[src/rtl/diff_drive_safety_controller_defines.svh]
// assertion helpers for the drive controller
`ifndef DIFF_DRIVE_SAFETY_CONTROLLER_DEFINES_SVH
`define DIFF_DRIVE_SAFETY_CONTROLLER_DEFINES_SVH

// same-cycle implication
`define DDSC_ASSERT_NOW(label, clk_s, rstn_s, pre, post) \
    label: assert property (@(posedge clk_s) disable iff (!rstn_s) (pre) |-> (post)) \
        else $error("ddsc check failed");

// next-cycle implication
`define DDSC_ASSERT_NEXT(label, clk_s, rstn_s, pre, post) \
    label: assert property (@(posedge clk_s) disable iff (!rstn_s) (pre) |=> (post)) \
        else $error("ddsc check failed");

`endif

[src/rtl/ddsc_pkg.sv]
`timescale 1ns / 1ps

package ddsc_pkg;

    localparam int COUNT_BITS_DEF = 32;
    localparam int IN_TDATA_W     = 56;
    localparam int IN_TUSER_W     = 3;
    localparam int OUT_TDATA_W    = 104;
    localparam int CFG_INDEX_W    = 3;
    localparam int CFG_DATA_W     = 16;

    localparam logic [14:0] STOP_ECHO_RESET = 15'd2040;
    localparam logic [15:0] WDOG_RESET      = 16'd750;
    localparam logic [15:0] SINCE_MAX       = 16'hFFFF;
    localparam logic signed [15:0] CMD_LIMIT = 16'sd100;

    // x / 100 == (x * 5243) >> 19 for x up to 25500
    localparam logic [12:0] DUTY_RECIP = 13'd5243;
    localparam int          DUTY_SHIFT = 19;

    typedef enum logic [2:0] {
        MODE_DRIVE = 3'd0,
        MODE_STOP  = 3'd1,
        MODE_CLEAR = 3'd2,
        MODE_TICK  = 3'd3,
        MODE_LEFT  = 3'd4,
        MODE_RIGHT = 3'd5,
        MODE_ECHO  = 3'd6
    } mode_t;

    typedef enum logic [CFG_INDEX_W-1:0] {
        REG_QUAD      = 3'd0,
        REG_LEFT_INV  = 3'd1,
        REG_RIGHT_INV = 3'd2,
        REG_BUMP_EN   = 3'd3,
        REG_US_EN     = 3'd4,
        REG_STOP_ECHO = 3'd5,
        REG_WDOG      = 3'd6
    } cfg_index_t;

    typedef struct packed {
        logic        quad_en;
        logic        left_inv;
        logic        right_inv;
        logic        bump_en;
        logic        us_en;
        logic [14:0] stop_echo;
        logic [15:0] wdog_limit;
    } cfg_t;

    typedef struct packed {
        mode_t              mode;
        logic signed [15:0] left_percent;
        logic signed [15:0] right_percent;
        logic               phase_b_high;
        logic [14:0]        echo_time_in;
        logic               estop_asserted;
        logic               bumper_left;
        logic               bumper_right;
    } item_t;

    typedef struct packed {
        logic signed [7:0] left_cmd;
        logic signed [7:0] right_cmd;
        logic              left_dir;
        logic              right_dir;
        logic [15:0]       since_ms;
        logic [14:0]       echo_us;
    } drive_state_t;

    typedef struct packed {
        logic [7:0]        left_duty;
        logic              left_forward;
        logic [7:0]        right_duty;
        logic              right_forward;
        logic [31:0]       left_enc_count;
        logic [31:0]       right_enc_count;
        logic signed [7:0] left_now;
        logic signed [7:0] right_now;
        logic              obstacle_seen;
        logic              watchdog_expired;
    } result_t;

endpackage

[src/rtl/ddsc_cfg_regs.sv]
`timescale 1ns / 1ps

module ddsc_cfg_regs (
    input  logic                            clk,
    input  logic                            rst_n,
    input  logic                            wr_en,
    input  logic [ddsc_pkg::CFG_INDEX_W-1:0] wr_index,
    input  logic [ddsc_pkg::CFG_DATA_W-1:0]  wr_data,
    output ddsc_pkg::cfg_t                  cfg
);
    import ddsc_pkg::*;

    cfg_t cfg_reg;
    cfg_t cfg_next;

    always_comb
    begin
        cfg_next = cfg_reg;
        if (wr_en)
        begin
            case (wr_index)
                REG_QUAD:      cfg_next.quad_en    = wr_data[0];
                REG_LEFT_INV:  cfg_next.left_inv   = wr_data[0];
                REG_RIGHT_INV: cfg_next.right_inv  = wr_data[0];
                REG_BUMP_EN:   cfg_next.bump_en    = wr_data[0];
                REG_US_EN:     cfg_next.us_en      = wr_data[0];
                REG_STOP_ECHO: cfg_next.stop_echo  = wr_data[14:0];
                REG_WDOG:      cfg_next.wdog_limit = wr_data[15:0];
                default:       cfg_next = cfg_reg;
            endcase
        end
    end

    always_ff @(posedge clk or negedge rst_n)
    begin
        if (!rst_n)
        begin
            cfg_reg.quad_en    <= 1'b0;
            cfg_reg.left_inv   <= 1'b0;
            cfg_reg.right_inv  <= 1'b0;
            cfg_reg.bump_en    <= 1'b0;
            cfg_reg.us_en      <= 1'b0;
            cfg_reg.stop_echo  <= STOP_ECHO_RESET;
            cfg_reg.wdog_limit <= WDOG_RESET;
        end
        else
        begin
            cfg_reg <= cfg_next;
        end
    end

    assign cfg = cfg_reg;

endmodule

[src/rtl/ddsc_step.sv]
`timescale 1ns / 1ps

module ddsc_step #(
    parameter int COUNT_BITS = ddsc_pkg::COUNT_BITS_DEF
) (
    input  ddsc_pkg::cfg_t          cfg,
    input  ddsc_pkg::item_t         item,
    input  ddsc_pkg::drive_state_t  st,
    input  logic [COUNT_BITS-1:0]   left_count,
    input  logic [COUNT_BITS-1:0]   right_count,
    output ddsc_pkg::drive_state_t  st_next,
    output logic [COUNT_BITS-1:0]   left_count_next,
    output logic [COUNT_BITS-1:0]   right_count_next,
    output ddsc_pkg::result_t       res
);
    import ddsc_pkg::*;

    function automatic logic signed [7:0] clamp_cmd(input logic signed [15:0] v);
        logic signed [7:0] r;
        if (v > CMD_LIMIT)
            r = 8'(CMD_LIMIT);
        else if (v < -CMD_LIMIT)
            r = -8'(CMD_LIMIT);
        else
            r = 8'(v);
        return r;
    endfunction

    function automatic logic [7:0] duty_of(input logic signed [7:0] cmd);
        logic [6:0]  mag;
        logic [14:0] scaled;
        logic [27:0] prod;
        mag    = cmd[7] ? 7'(-cmd) : 7'(cmd);
        scaled = (15'(mag) << 8) - 15'(mag);
        prod   = 28'(scaled) * 28'(DUTY_RECIP);
        return 8'(prod >> DUTY_SHIFT);
    endfunction

    function automatic logic [COUNT_BITS-1:0] count_step(
        input logic [COUNT_BITS-1:0] count,
        input logic signed [7:0]     cmd,
        input logic                  b_high,
        input logic                  inv,
        input logic                  quad
    );
        logic up;
        logic dn;
        logic [COUNT_BITS-1:0] r;
        if (quad)
        begin
            up = !b_high;
            dn = b_high;
        end
        else
        begin
            up = (cmd > 8'sd0);
            dn = cmd[7];
        end
        r = count;
        if (inv ? dn : up)
            r = count + COUNT_BITS'(1);
        else if (inv ? up : dn)
            r = count - COUNT_BITS'(1);
        return r;
    endfunction

    logic signed [7:0] left_clamped;
    logic signed [7:0] right_clamped;
    logic signed [8:0] drive_sum;
    logic signed [8:0] after_sum;
    logic              obstacle;
    logic              expired;

    assign left_clamped  = clamp_cmd(item.left_percent);
    assign right_clamped = clamp_cmd(item.right_percent);
    assign drive_sum     = 9'(left_clamped) + 9'(right_clamped);

    always_comb
    begin
        st_next          = st;
        left_count_next  = left_count;
        right_count_next = right_count;

        if (item.mode == MODE_ECHO)
            st_next.echo_us = item.echo_time_in;

        obstacle = (cfg.bump_en && (item.bumper_left || item.bumper_right)) ||
                   (cfg.us_en && (st_next.echo_us != 15'd0) &&
                    (st_next.echo_us <= cfg.stop_echo));

        case (item.mode)
            MODE_DRIVE:
            begin
                if (item.estop_asserted || (drive_sum > 9'sd0 && obstacle))
                begin
                    st_next.left_cmd  = 8'sd0;
                    st_next.right_cmd = 8'sd0;
                end
                else
                begin
                    st_next.left_cmd  = left_clamped;
                    st_next.right_cmd = right_clamped;
                    st_next.left_dir  = !left_clamped[7];
                    st_next.right_dir = !right_clamped[7];
                end
                st_next.since_ms = 16'd0;
            end
            MODE_STOP:
            begin
                st_next.left_cmd  = 8'sd0;
                st_next.right_cmd = 8'sd0;
                st_next.since_ms  = 16'd0;
            end
            MODE_CLEAR:
            begin
                left_count_next  = '0;
                right_count_next = '0;
                st_next.since_ms = 16'd0;
            end
            MODE_TICK:
            begin
                if (st.since_ms != SINCE_MAX)
                    st_next.since_ms = st.since_ms + 16'd1;
            end
            MODE_LEFT:
                left_count_next = count_step(left_count, st.left_cmd, item.phase_b_high,
                                             cfg.left_inv, cfg.quad_en);
            MODE_RIGHT:
                right_count_next = count_step(right_count, st.right_cmd, item.phase_b_high,
                                              cfg.right_inv, cfg.quad_en);
            default:
            begin
                st_next.since_ms = st_next.since_ms;
            end
        endcase

        // after-item interlocks
        expired = st_next.since_ms > cfg.wdog_limit;
        if (expired || item.estop_asserted)
        begin
            st_next.left_cmd  = 8'sd0;
            st_next.right_cmd = 8'sd0;
        end
        after_sum = 9'(st_next.left_cmd) + 9'(st_next.right_cmd);
        if (after_sum > 9'sd0 && obstacle)
        begin
            st_next.left_cmd  = 8'sd0;
            st_next.right_cmd = 8'sd0;
        end
    end

    always_comb
    begin
        res.left_duty        = duty_of(st_next.left_cmd);
        res.left_forward     = st_next.left_dir;
        res.right_duty       = duty_of(st_next.right_cmd);
        res.right_forward    = st_next.right_dir;
        res.left_enc_count   = 32'(left_count_next);
        res.right_enc_count  = 32'(right_count_next);
        res.left_now         = st_next.left_cmd;
        res.right_now        = st_next.right_cmd;
        res.obstacle_seen    = obstacle;
        res.watchdog_expired = expired;
    end

endmodule

[src/rtl/diff_drive_safety_controller.sv]
`timescale 1ns / 1ps
// channel   | direction | handshake                   | payload
// s_axis    | in        | s_axis_tvalid/s_axis_tready | tdata item fields, tuser mode
// m_axis    | out       | m_axis_tvalid/m_axis_tready | tdata result fields
// cfg       | in        | cfg_valid/cfg_ready         | cfg_index, cfg_data
//
// one word accepted per cycle while s_axis_tready is high; its result is offered on m_axis after passing
// through the input register, then the result register, with one combinational step between
// rst_n clears wheel commands, counts, watchdog, echo time and config to defaults
// s_axis_tready falls only while both registers are full and m_axis_tready is low
// cfg_ready is always high; a write is registered and lands in the next cycle

`include "diff_drive_safety_controller_defines.svh"

module diff_drive_safety_controller #(
    parameter int COUNT_BITS = ddsc_pkg::COUNT_BITS_DEF
) (
    input  logic                             clk,
    input  logic                             rst_n,
    input  logic                             s_axis_tvalid,
    output logic                             s_axis_tready,
    // left_percent[15:0], right_percent[31:16], phase_b_high[32], echo_time_in[47:33],
    // estop_asserted[48], bumper_left[49], bumper_right[50], zero pad[55:51]
    input  logic [ddsc_pkg::IN_TDATA_W-1:0]  s_axis_tdata,
    // mode[2:0]
    input  logic [ddsc_pkg::IN_TUSER_W-1:0]  s_axis_tuser,
    output logic                             m_axis_tvalid,
    input  logic                             m_axis_tready,
    // left_duty[7:0], left_forward[8], right_duty[16:9], right_forward[17],
    // left_enc_count[49:18], right_enc_count[81:50], left_now[89:82], right_now[97:90],
    // obstacle_seen[98], watchdog_expired[99], zero pad[103:100]
    output logic [ddsc_pkg::OUT_TDATA_W-1:0] m_axis_tdata,
    input  logic                             cfg_valid,
    output logic                             cfg_ready,
    input  logic [ddsc_pkg::CFG_INDEX_W-1:0] cfg_index,
    input  logic [ddsc_pkg::CFG_DATA_W-1:0]  cfg_data
);
    import ddsc_pkg::*;

    cfg_t                  cfg;
    item_t                 item_in;
    item_t                 item_reg;
    logic                  in_valid_reg;
    logic                  in_valid_next;
    logic                  out_valid_reg;
    logic                  out_valid_next;
    result_t               result_reg;
    result_t               result_next;
    drive_state_t          st_reg;
    drive_state_t          st_next;
    logic [COUNT_BITS-1:0] left_count_reg;
    logic [COUNT_BITS-1:0] left_count_next;
    logic [COUNT_BITS-1:0] right_count_reg;
    logic [COUNT_BITS-1:0] right_count_next;
    logic                  in_fire;
    logic                  advance;

    assign cfg_ready = 1'b1;

    ddsc_cfg_regs u_cfg (
        .clk      (clk),
        .rst_n    (rst_n),
        .wr_en    (cfg_valid && cfg_ready),
        .wr_index (cfg_index),
        .wr_data  (cfg_data),
        .cfg      (cfg)
    );

    assign item_in.mode           = mode_t'(s_axis_tuser);
    assign item_in.left_percent   = s_axis_tdata[15:0];
    assign item_in.right_percent  = s_axis_tdata[31:16];
    assign item_in.phase_b_high   = s_axis_tdata[32];
    assign item_in.echo_time_in   = s_axis_tdata[47:33];
    assign item_in.estop_asserted = s_axis_tdata[48];
    assign item_in.bumper_left    = s_axis_tdata[49];
    assign item_in.bumper_right   = s_axis_tdata[50];

    assign advance       = in_valid_reg && (!out_valid_reg || m_axis_tready);
    assign s_axis_tready = !in_valid_reg || advance;
    assign in_fire       = s_axis_tvalid && s_axis_tready;

    ddsc_step #(
        .COUNT_BITS (COUNT_BITS)
    ) u_step (
        .cfg              (cfg),
        .item             (item_reg),
        .st               (st_reg),
        .left_count       (left_count_reg),
        .right_count      (right_count_reg),
        .st_next          (st_next),
        .left_count_next  (left_count_next),
        .right_count_next (right_count_next),
        .res              (result_next)
    );

    always_comb
    begin
        in_valid_next = in_valid_reg;
        if (in_fire)
            in_valid_next = 1'b1;
        else if (advance)
            in_valid_next = 1'b0;

        out_valid_next = out_valid_reg;
        if (advance)
            out_valid_next = 1'b1;
        else if (m_axis_tready)
            out_valid_next = 1'b0;
    end

    always_ff @(posedge clk or negedge rst_n)
    begin
        if (!rst_n)
        begin
            in_valid_reg    <= 1'b0;
            out_valid_reg   <= 1'b0;
            st_reg          <= '0;
            left_count_reg  <= '0;
            right_count_reg <= '0;
        end
        else
        begin
            in_valid_reg  <= in_valid_next;
            out_valid_reg <= out_valid_next;
            if (advance)
            begin
                st_reg          <= st_next;
                left_count_reg  <= left_count_next;
                right_count_reg <= right_count_next;
            end
        end
    end

    always_ff @(posedge clk)
    begin
        if (in_fire)
            item_reg <= item_in;
        if (advance)
            result_reg <= result_next;
    end

    assign m_axis_tvalid = out_valid_reg;
    assign m_axis_tdata  = {4'b0,
                            result_reg.watchdog_expired,
                            result_reg.obstacle_seen,
                            result_reg.right_now,
                            result_reg.left_now,
                            result_reg.right_enc_count,
                            result_reg.left_enc_count,
                            result_reg.right_forward,
                            result_reg.right_duty,
                            result_reg.left_forward,
                            result_reg.left_duty};

    `DDSC_ASSERT_NEXT(a_item_kept, clk, rst_n, in_valid_reg && !advance, in_valid_reg)
    `DDSC_ASSERT_NEXT(a_estop_stops, clk, rst_n, advance && item_reg.estop_asserted,
        result_reg.left_now == 8'sd0 && result_reg.right_now == 8'sd0)
    `DDSC_ASSERT_NOW(a_wdog_stops, clk, rst_n, out_valid_reg && result_reg.watchdog_expired,
        result_reg.left_now == 8'sd0 && result_reg.right_now == 8'sd0)
    `DDSC_ASSERT_NOW(a_duty_matches, clk, rst_n, out_valid_reg,
        (result_reg.left_duty == 8'd0) == (result_reg.left_now == 8'sd0))
    `DDSC_ASSERT_NOW(a_no_forward_hit, clk, rst_n, out_valid_reg && result_reg.obstacle_seen,
        (9'(result_reg.left_now) + 9'(result_reg.right_now)) <= 9'sd0)

endmodule

[config.mk]
export PLATFORM = sky130hd
export DESIGN_NAME = diff_drive_safety_controller
export DESIGN_NICKNAME = d
export VERILOG_FILES = /design/src/rtl/ddsc_pkg.sv /design/src/rtl/ddsc_cfg_regs.sv /design/src/rtl/ddsc_step.sv /design/src/rtl/diff_drive_safety_controller.sv
export VERILOG_INCLUDE_DIRS = /design/src /design/src/rtl
export SDC_FILE = /design/constraint.sdc
export NUM_CORES = 1
export LEC_CHECK = 0
export BUFFER_PORTS_ARGS = -buffer_cell sky130_fd_sc_hd__buf_2
export CAP_MARGIN = 20
export CORE_ASPECT_RATIO = 0.7
export CORE_MARGIN = 5
export CORE_UTILIZATION = 35
export CTS_BUF_LIST = sky130_fd_sc_hd__clkbuf_8
export CTS_CLUSTER_SIZE = 14
export DETAILED_ROUTE_END_ITERATION = 10
export GPL_TIMING_DRIVEN = 0
export PLACE_DENSITY = 0.61
export SYNTH_ARGS = -nofsm -noshare
export SYNTH_HDL_FRONTEND = slang
export SYNTH_SLANG_ARGS = --single-unit
[constraint.sdc]
create_clock -name clk -period 13.6 [get_ports clk]
set_input_delay 0.68 -clock clk [delete_from_list [all_inputs] [get_ports clk]]
set_output_delay 0.68 -clock clk [all_outputs]
set_load 0.005 [all_outputs]
Yosys cells after proc, flatten, opt, wreduce, memory -nomap -nowiden

Index checks and enable logic that the tools add are counted.

Add/sub/neg operators: 11
$mul: 2
Order comparisons: 10
Equality and inequality tests: 13
Mux-type cells: 37
Reductions and logical operators: 31

Operators with widths:

| cell                                                                           | count |
|---|---|
| 32-bit 2-to-1 mux                                                              | 4 |
| 32-bit case mux with 2 select lines                                            | 2 |
| 32-bit by 1-bit adder with 32-bit output (second input constant)               | 2 |
| 16-bit 2-to-1 mux                                                              | 4 |
| 16-bit case mux with 2 select lines                                            | 2 |
| 32-bit by 1-bit subtractor with 32-bit output (second input constant)          | 2 |
| 15-bit by 13-bit multiplier with 27-bit output (second input constant)         | 2 |
| 16-bit by 8-bit > comparator with 1-bit output (second input constant)         | 2 |
| 16-bit by 8-bit less-than comparator with 1-bit output (second input constant) | 2 |
| 8-bit 2-to-1 mux                                                               | 4 |
| 15-bit by 7-bit subtractor with 15-bit output                                  | 2 |
| 8-bit by 8-bit adder with 9-bit output                                         | 2 |
| 3-bit equality test (second input constant)                                    | 6 |
| 9-bit by 1-bit > comparator with 1-bit output (second input constant)          | 2 |
| 16-bit by 1-bit adder with 16-bit output (second input constant)               | 1 |
| 16-bit > comparator                                                            | 1 |
| 8-bit by 1-bit > comparator with 1-bit output (second input constant)          | 2 |
| 1-bit 2-to-1 mux                                                               | 16 |
| 16-bit != test (second input constant)                                         | 1 |
| 15-bit less-or-equal comparator                                                | 1 |
| 15-bit 2-to-1 mux                                                              | 1 |
| 15-bit nonzero test                                                            | 1 |
| 7-bit 2-to-1 mux                                                               | 2 |
| 7-bit negation                                                                 | 2 |
| 10 further kinds                                                               | 38 |

Register bits: 305
Input bits: 83
Output and inout port bits: 107
Logic and storage cells: 139

Logic depth before layout (Yosys ltp)

Gate-level depths: netlist (run 1).

Word-level depth: 19
Mapped depth: 64
Depth with buffers taken out: 62

Hierarchy

From an unflattened synthesis (run 1), not the netlist that was laid out.

Cell total of the unflattened synthesis: 2,395
Area, all modules: 25,306.8 µm²

Modules (own cells, without submodules):

| module                       | instances | cells each | area an instance (µm²) | seq. area each (µm²) |
|---|---|---|---|---|
| ddsc_step                    | 1         | 1,906      | 14,586.5               | 0.0 |
| diff_drive_safety_controller | 1         | 408        | 9,195.1                | 7,502.2 |
| ddsc_cfg_regs                | 1         | 81         | 1,525.2                | 919.6 |

Worst setup path after synthesis (run 1)

OpenSTA, ideal clock, no wires.

Kind: register -> register
Start: register st_reg[15] in the netlist's numbering
End: register result_reg, in the netlist m_axis_tdata[16], data pin
Library setup time: 268 ps
Arrival time: 13,063 ps
Required time: 13,332 ps
Slack: 269 ps
Stages on the path, launching flop included: 59
Path buffers: 2
Period minus slack after synthesis: 13,331 ps
Cells stage by stage: dfrtp_1 ha_1 nand2_1 nor2_1 nand2_1 or3_1 clkbuf_1 nand2b_1 nor2_1 nor2_1 o21ai_0 o21ai_0 ha_1 a2111o_1 o311ai_1 a32oi_2 nor2_1 buf_4 [... 23 more ...] fa_1 fa_1 inv_1 fa_1 inv_1 ha_1 a21o_1 a21o_1 a221oi_1 o21ai_0 a21oi_1 nor2b_1 o21a_1 o211a_1 o21a_1 o21a_1 nor2_1 xnor3_1

RTL lines:

| item                     | RTL line                            | RTL |
|---|---|---|
| start: declaration       | diff_drive_safety_controller.sv:49  | `drive_state_t st_reg;` |
| start signal: assignment | diff_drive_safety_controller.sv:127 | `st_reg <= st_next;` |
| end signal: assignment   | diff_drive_safety_controller.sv:139 | `result_reg <= result_next;` |
| end: declaration         | diff_drive_safety_controller.sv:47  | `result_t result_reg;` |

==> results.cfg, run 1 <==
[grt]
met2_usage_pct = 24.6
busiest_layer = met1
grtUsageMet3_pct = 3.72
grt_usage_pct = 17.5
grt_start_max_net_pins = 78
grt_util_met1_pct = 27.6
grt_pass1_wl_microns = 103000
antenna_found_initial = 2
grt_pass1_vias = 18000
grt-ovfl-total = 0

[yosys]
yosysMostFrequentCell = inv_1
ys_warn_count = 0
ys_top_cells_by_count = 323 x inv_1, 274 x nand2_1, 253 x ha_1, 154 x edfxtp_1, 136 x dfrtp_1
yosysTopAreaCell = edfxtp_1
syn_inst = 2417
synth_seq_cells = 305
synth_edf_count = 154
async_flop_share_pct = 49.5
syn_avg_cell_area_sq_um = 9.90
synthFlopType = edfxtp_1
seq_area_frac_synth_pct = 35.2
synth_top_area_share_pct = 19.3
netlist_area_sq_um = 23900
ys_top_cells_by_area = edfxtp_1 19%, dfrtp_1 14%, ha_1 13%
synth_cell_types = 91

[critical_path]
crit_fanout = 8
worstReg2RegStart = item_reg[27]
critPathSlowestCell = fa_1
worstPathArrival_ns = 13.59
startpoint_type = flip-flop
reg2reg_slack_ns = 0.39
path_class = reg2reg
regToRegEndpoint = m_axis_tdata[16]
cp-end-kind = flip-flop
cp_data_required_time_ns = 13.98
r2r_cells = 53
cpPeakStageDelay_ns = 0.54

[timing]
grt_setup_unrepaired = true
fmax_mhz = 75.7
setup_viol = 0
fin_worst_skew_ns = 0.0323
slew_viol_final = 0
finalCritPeriodShare_pct = 97.1
hold_viol_final = 0
layout_min_cycle_time_ns = 13.21
finalSetupTns_ns = 0
worst_pin_slew_ns = 1.01
max_slew_margin_pct = 31.8

[place]
dpl.hpwl_microns = 51200
place_congestion = 0.937
placed_cells = 3506
port_buffers = 178
dpl_cell_area_sq_um = 26100

[floorplan]
die_w_microns = 322
io_pins = 190
rows = 80
die_h_microns = 229
start_util_pct = 35.2
die_area_sq_um = 73800
core_sq_um = 68000

[finish]
syn2layout_area_growth_pct = 17.7
fillers = 6586
design_area_sq_um = 28200
final_util_pct = 41.4
drive_gt1_share_pct = 20.3
final_cells = 3654
nets = 3178
largest_reg_flops = 100
register_area_sq_um = 8420
multiInputGateArea_sq_um = 14500

[routing]
first_pass_iters = 6
vias_per_cell = 5.15
wl_microns = 65500
drc = 0
drt-wirelength-per-cell_microns = 17.9
vias = 18800
drt_iter0_drc = 1597
ant_nets = 0

[clock_tree]
clk-insertion-delay-late_ns = 0.66
root_buffer = clkbuf_8
cts_made_buffers = 52
cts_tree = yes
clk_path_buf_depth = 3
htreeDepth = 2
clk_pin_slew_ns = 0.06
cts_num_sinks = 305

[power_and_ir_drop]
p_leak_uw = 0.0136
p_total_uw = 4080
cellPowerDensity_nw_per_um2 = 145
vdd_drop_max_uv = 76.8

[min_path]
min_path_cells = 1
min_to = item_reg[52]
hold_path_class = in2reg
holdCritStartpoint = s_axis_tuser[1]

[run]
maxCapViolCount = 0

[run_status]
outcome = completed
[worst max-delay path: cells and delay by family (launching register included)]
kind,cells,cell delay (ns)
buf+inv,8,0.91
mux,1,0.27
flops,1,0.39
compound gates,19,3.91
simple gates,12,2.86
xor+xnor,2,0.42
fa+ha+maj,11,4.15
[cell type report]
class / instances / share of cell area [%]
diodes: 1 / 0.00889
plain buffers: 81 / 1.28
clock buffers: 57 / 2.79
clock inverters: 41 / 1.12
inverters: 329 / 4.40
multi-input cells: 1703 / 51.5
flip-flops and latches: 305 / 29.9
well taps: 902 / 4.01
repair buffers: 235 / 4.99
[worst max-delay path by stage]
| stage | from | end | slack, ns |
|---|---|---|---|
| global route | st_reg[15] | m_axis_tdata[16] | -0.22 |
| global placement | st_reg[15] | m_axis_tdata[16] | -2.38 |
| CTS | item_reg[53] | m_axis_tdata[16] | 0.0001 |
| finish | item_reg[27] | m_axis_tdata[16] | 0.39 |
| floorplan | st_reg[15] | m_axis_tdata[16] | 0.27 |
| detailed placement | st_reg[15] | m_axis_tdata[16] | -2.36 |
[cell usage in the layout (no fill, tap or decap), types with 19 or more instances in the layout]
| master | count |
|---|---|
| a21oi_1 | 60 |
| a31oi_1 | 19 |
| and3_1 | 20 |
| buf_2 | 181 |
| buf_4 | 60 |
| clkbuf_1 | 54 |
| clkbuf_8 | 57 |
| dfrtp_1 | 134 |
| edfxtp_1 | 154 |
| fa_1 | 134 |
| ha_1 | 247 |
| inv_1 | 338 |
| mux2_2 | 96 |
| mux2i_1 | 24 |
| nand2_1 | 272 |
| nand2b_1 | 22 |
| nand3_1 | 69 |
| nand4_1 | 36 |
| nor2_1 | 114 |
| nor3_1 | 55 |
| o21ai_0 | 112 |
| o31ai_1 | 24 |
| or3_1 | 26 |
| xnor2_1 | 31 |
| xor2_1 | 19 |
[cells by family after synthesis]
| kind of cell | count (synthesis) | synth area share [%] |
|---|---|---|
| adder cells (fa/ha/maj) | 388 | 24.5 |
| XOR/XNOR | 58 | 2.18 |
| flip-flops | 305 | 35.2 |
| AND/OR/NAND/NOR | 715 | 14.1 |
| other | 2 | 0.0314 |
| buffers and inverters | 412 | 6.63 |
| AO/OA/AOI/OAI | 409 | 11.4 |
| multiplexers | 128 | 5.91 |
[per-stage QoR]
step	worst slack (ns)	hold WS, ns
after floorplan	0.269	0.384
after global placement	-2.38	0.472
after detailed placement	-2.36	0.481
after CTS	0.000110	0.119
after global routing	-0.217	0.141
final	0.394	0.197
[what timing repair did]
item                                    4_1_cts  5_1_grt
endpoints found under the setup margin       16       15
pin swaps                                    11       28
buffers inserted                             22       28
endpoints found under the hold margin        55        0
hold buffers                                  1        0
resized for setup                            63       84
[per-layer routing]
metal	up-vias	share of wire (%)
met3	79	8.6
met5	-	0.012
met1	9034	49
met2	675	41
li1	9017	-
met4	2	1.6
[where the power goes]
part / switching [uW] / internal (uW) / total (uW) / leakage, uW
Combinational: 1150 / 771 / 1920 / 0.00950
Clock: 415 / 468 / 883 / 0.000617
Sequential: 117 / 1160 / 1280 / 0.00348
Total: 1680 / 2400 / 4080 / 0.0136
(Power assumes the default switching activity.)
==> run 2: changes to the inputs <==
--- a/config.mk
+++ b/config.mk
@@ -6,7 +6,7 @@
 export SDC_FILE = /design/constraint.sdc
 export NUM_CORES = 1
 export LEC_CHECK = 0
-export BUFFER_PORTS_ARGS = -buffer_cell sky130_fd_sc_hd__buf_2
+export BUFFER_PORTS_ARGS = -buffer_cell sky130_fd_sc_hd__buf_4
 export CAP_MARGIN = 20
 export CORE_ASPECT_RATIO = 0.7
 export CORE_MARGIN = 5
==> results.cfg, run 2 (synthesis results as in run 1) <==
[place]
dpl_cell_area_sq_um = 26500
place_congestion = 0.940
port_buffers = 178
place_ws_ns = -2.65
dpl.hpwl_microns = 53700

[timing]
slew_viol_final = 0
hold_viol_final = 0
layout_min_cycle_time_ns = 13.23
finalCritPeriodShare_pct = 97.3
timing.final.ws_setup_ns = 0.369
setup_viol = 0
fmax_mhz = 75.6
worst_pin_slew_ns = 1.04
fin_worst_skew_ns = 0.0367
grt_setup_unrepaired = true
max_slew_margin_pct = 30.0

[run_status]
outcome = completed

[finish]
register_area_sq_um = 8420
design_area_sq_um = 29100
syn2layout_area_growth_pct = 21.5
multiInputGateArea_sq_um = 14700
layout_commonest_cell = inv_1
layout_common_cells = 327 x inv_1, 271 x nand2_1, 265 x buf_4, 246 x ha_1, 154 x edfxtp_1
largest_reg_flops = 100
fillers = 6498
drive_gt1_share_pct = 22.4
nets = 3209

[critical_path]
crit_top_cell = inv_1
worstPathArrival_ns = 13.64
cpPeakStageDelay_ns = 0.53
cp-end-kind = flip-flop
cp_data_required_time_ns = 14.01
startpoint_type = flip-flop
crit_fanout = 8
critPathSlowestCell = fa_1
path_class = reg2reg

[floorplan]
die_area_sq_um = 73800
core_sq_um = 68000
start_util_pct = 35.2
io_pins = 190
rows = 80
die_h_microns = 229
die_w_microns = 322

[routing]
vias = 19200
drc = 0
drt-wirelength-per-cell_microns = 18.8
drt_iter0_drc = 1697
first_pass_iters = 6
ant_nets = 0
wl_microns = 69200
vias_per_cell = 5.20

[grt]
grt_pass1_vias = 19000
grt_pass1_wl_microns = 108000
antenna_found_initial = 2
grt_start_max_net_pins = 101
grt_usage_pct = 18.3
grt-ovfl-total = 0

[min_path]
hold_path_class = in2reg

[clock_tree]
clk-insertion-delay-late_ns = 0.67
root_buffer = clkbuf_8
cts_tree = yes
htreeDepth = 2
cts_made_buffers = 52
clk_pin_slew_ns = 0.07
clk_path_buf_depth = 3
cts_num_sinks = 305

[run]
maxCapViolCount = 0

[power_and_ir_drop]
p_leak_uw = 0.0140
cellPowerDensity_nw_per_um2 = 144
vdd_drop_max_uv = 82.9
-- run 2: changes by cell type in the layout (fill, tap and decap cells not counted), sizes merged --
| cell | change |
|---|---|
| buf | +32 |
| clkinv | +10 |
| inv | -8 |
| clkinvlp | -3 |
| clkbuf | -2 |
| bufinv | +1 |
| diode | +1 |
-- run 2: what timing repair did --
item	4_1_cts	5_1_grt
endpoints found under the hold margin	51	0
gates resized for setup	73	124
pin swaps	12	47
endpoints found under the setup margin	16	15
setup buffers	22	59
hold buffers	1	0
-- run 2: metrics by stage --
step	total power, uW	utilization, %	std cells	setup TNS, ns	hold WS [ns]
6_report	4190	42.8	3685	0	0.184
3_3_place_gp	3130	38.8	3500	-25.00	0.469
4_1_cts	4160	41.4	3624	0	0.111
2_1_floorplan	2580	-	2420	0	0.384
3_5_place_dp	3170	39.0	3505	-27.72	0.484
5_1_grt	4590	42.8	3685	-0.325	0.128
-- run 2: layout make-up --
class                   instances  share of cell area [%]
diodes                          2                  0.0172
plain buffers                  81                    1.30
clock buffers                  56                    2.65
clock inverters                41                    1.18
inverters                     329                    4.27
multi-input cells            1703                    50.5
flip-flops and latches        305                    29.0
well taps                     902                    3.88
repair buffers                266                    7.20
-- run 2: worst paths after layout --
check,start,to,slack (ns),cells past startpoint
worst max-delay path,st_reg[16],m_axis_tdata[16],0.37,60
worst min register to register,st_reg[5],st_reg[5],0.50,2
worst min-delay path,s_axis_tdata[49],item_reg[1],0.18,1
max in group asynchronous,rst_n,st_reg[19],12.12,3
worst max register to register,st_reg[16],m_axis_tdata[16],0.37,60
min in group asynchronous,rst_n,left_count_reg[11],0.53,2
-- run 2: metal layers --
layer	vias to the layer above	GRT usage, %	share of wire [%]	wire (microns)
li1	9062	-	-	-
met4	0	4.67	2.3	1560
met2	664	27.0	43	29400
met1	9350	27.8	48	33100
met3	92	3.19	7.4	5090
met5	-	0	0	0
-- run 2: report_power, final --
| part | internal (uW) | switching, uW | leakage [uW] |
|---|---|---|---|
| logic | 824 | 1180 | 0.00987 |
| clock network | 483 | 423 | 0.000609 |
| registers | 1160 | 120 | 0.00348 |
| total | 2470 | 1720 | 0.0140 |
-- run 2: worst max-delay path, delay by kind of cell (launching register included) --
kind / cells / cell delay, ns
mux: 1 / 0.10
buf+inv: 12 / 1.40
fa+ha+maj: 10 / 3.42
xor+xnor: 2 / 0.47
compound gates: 21 / 4.42
simple gates: 14 / 2.72
flops: 1 / 0.43
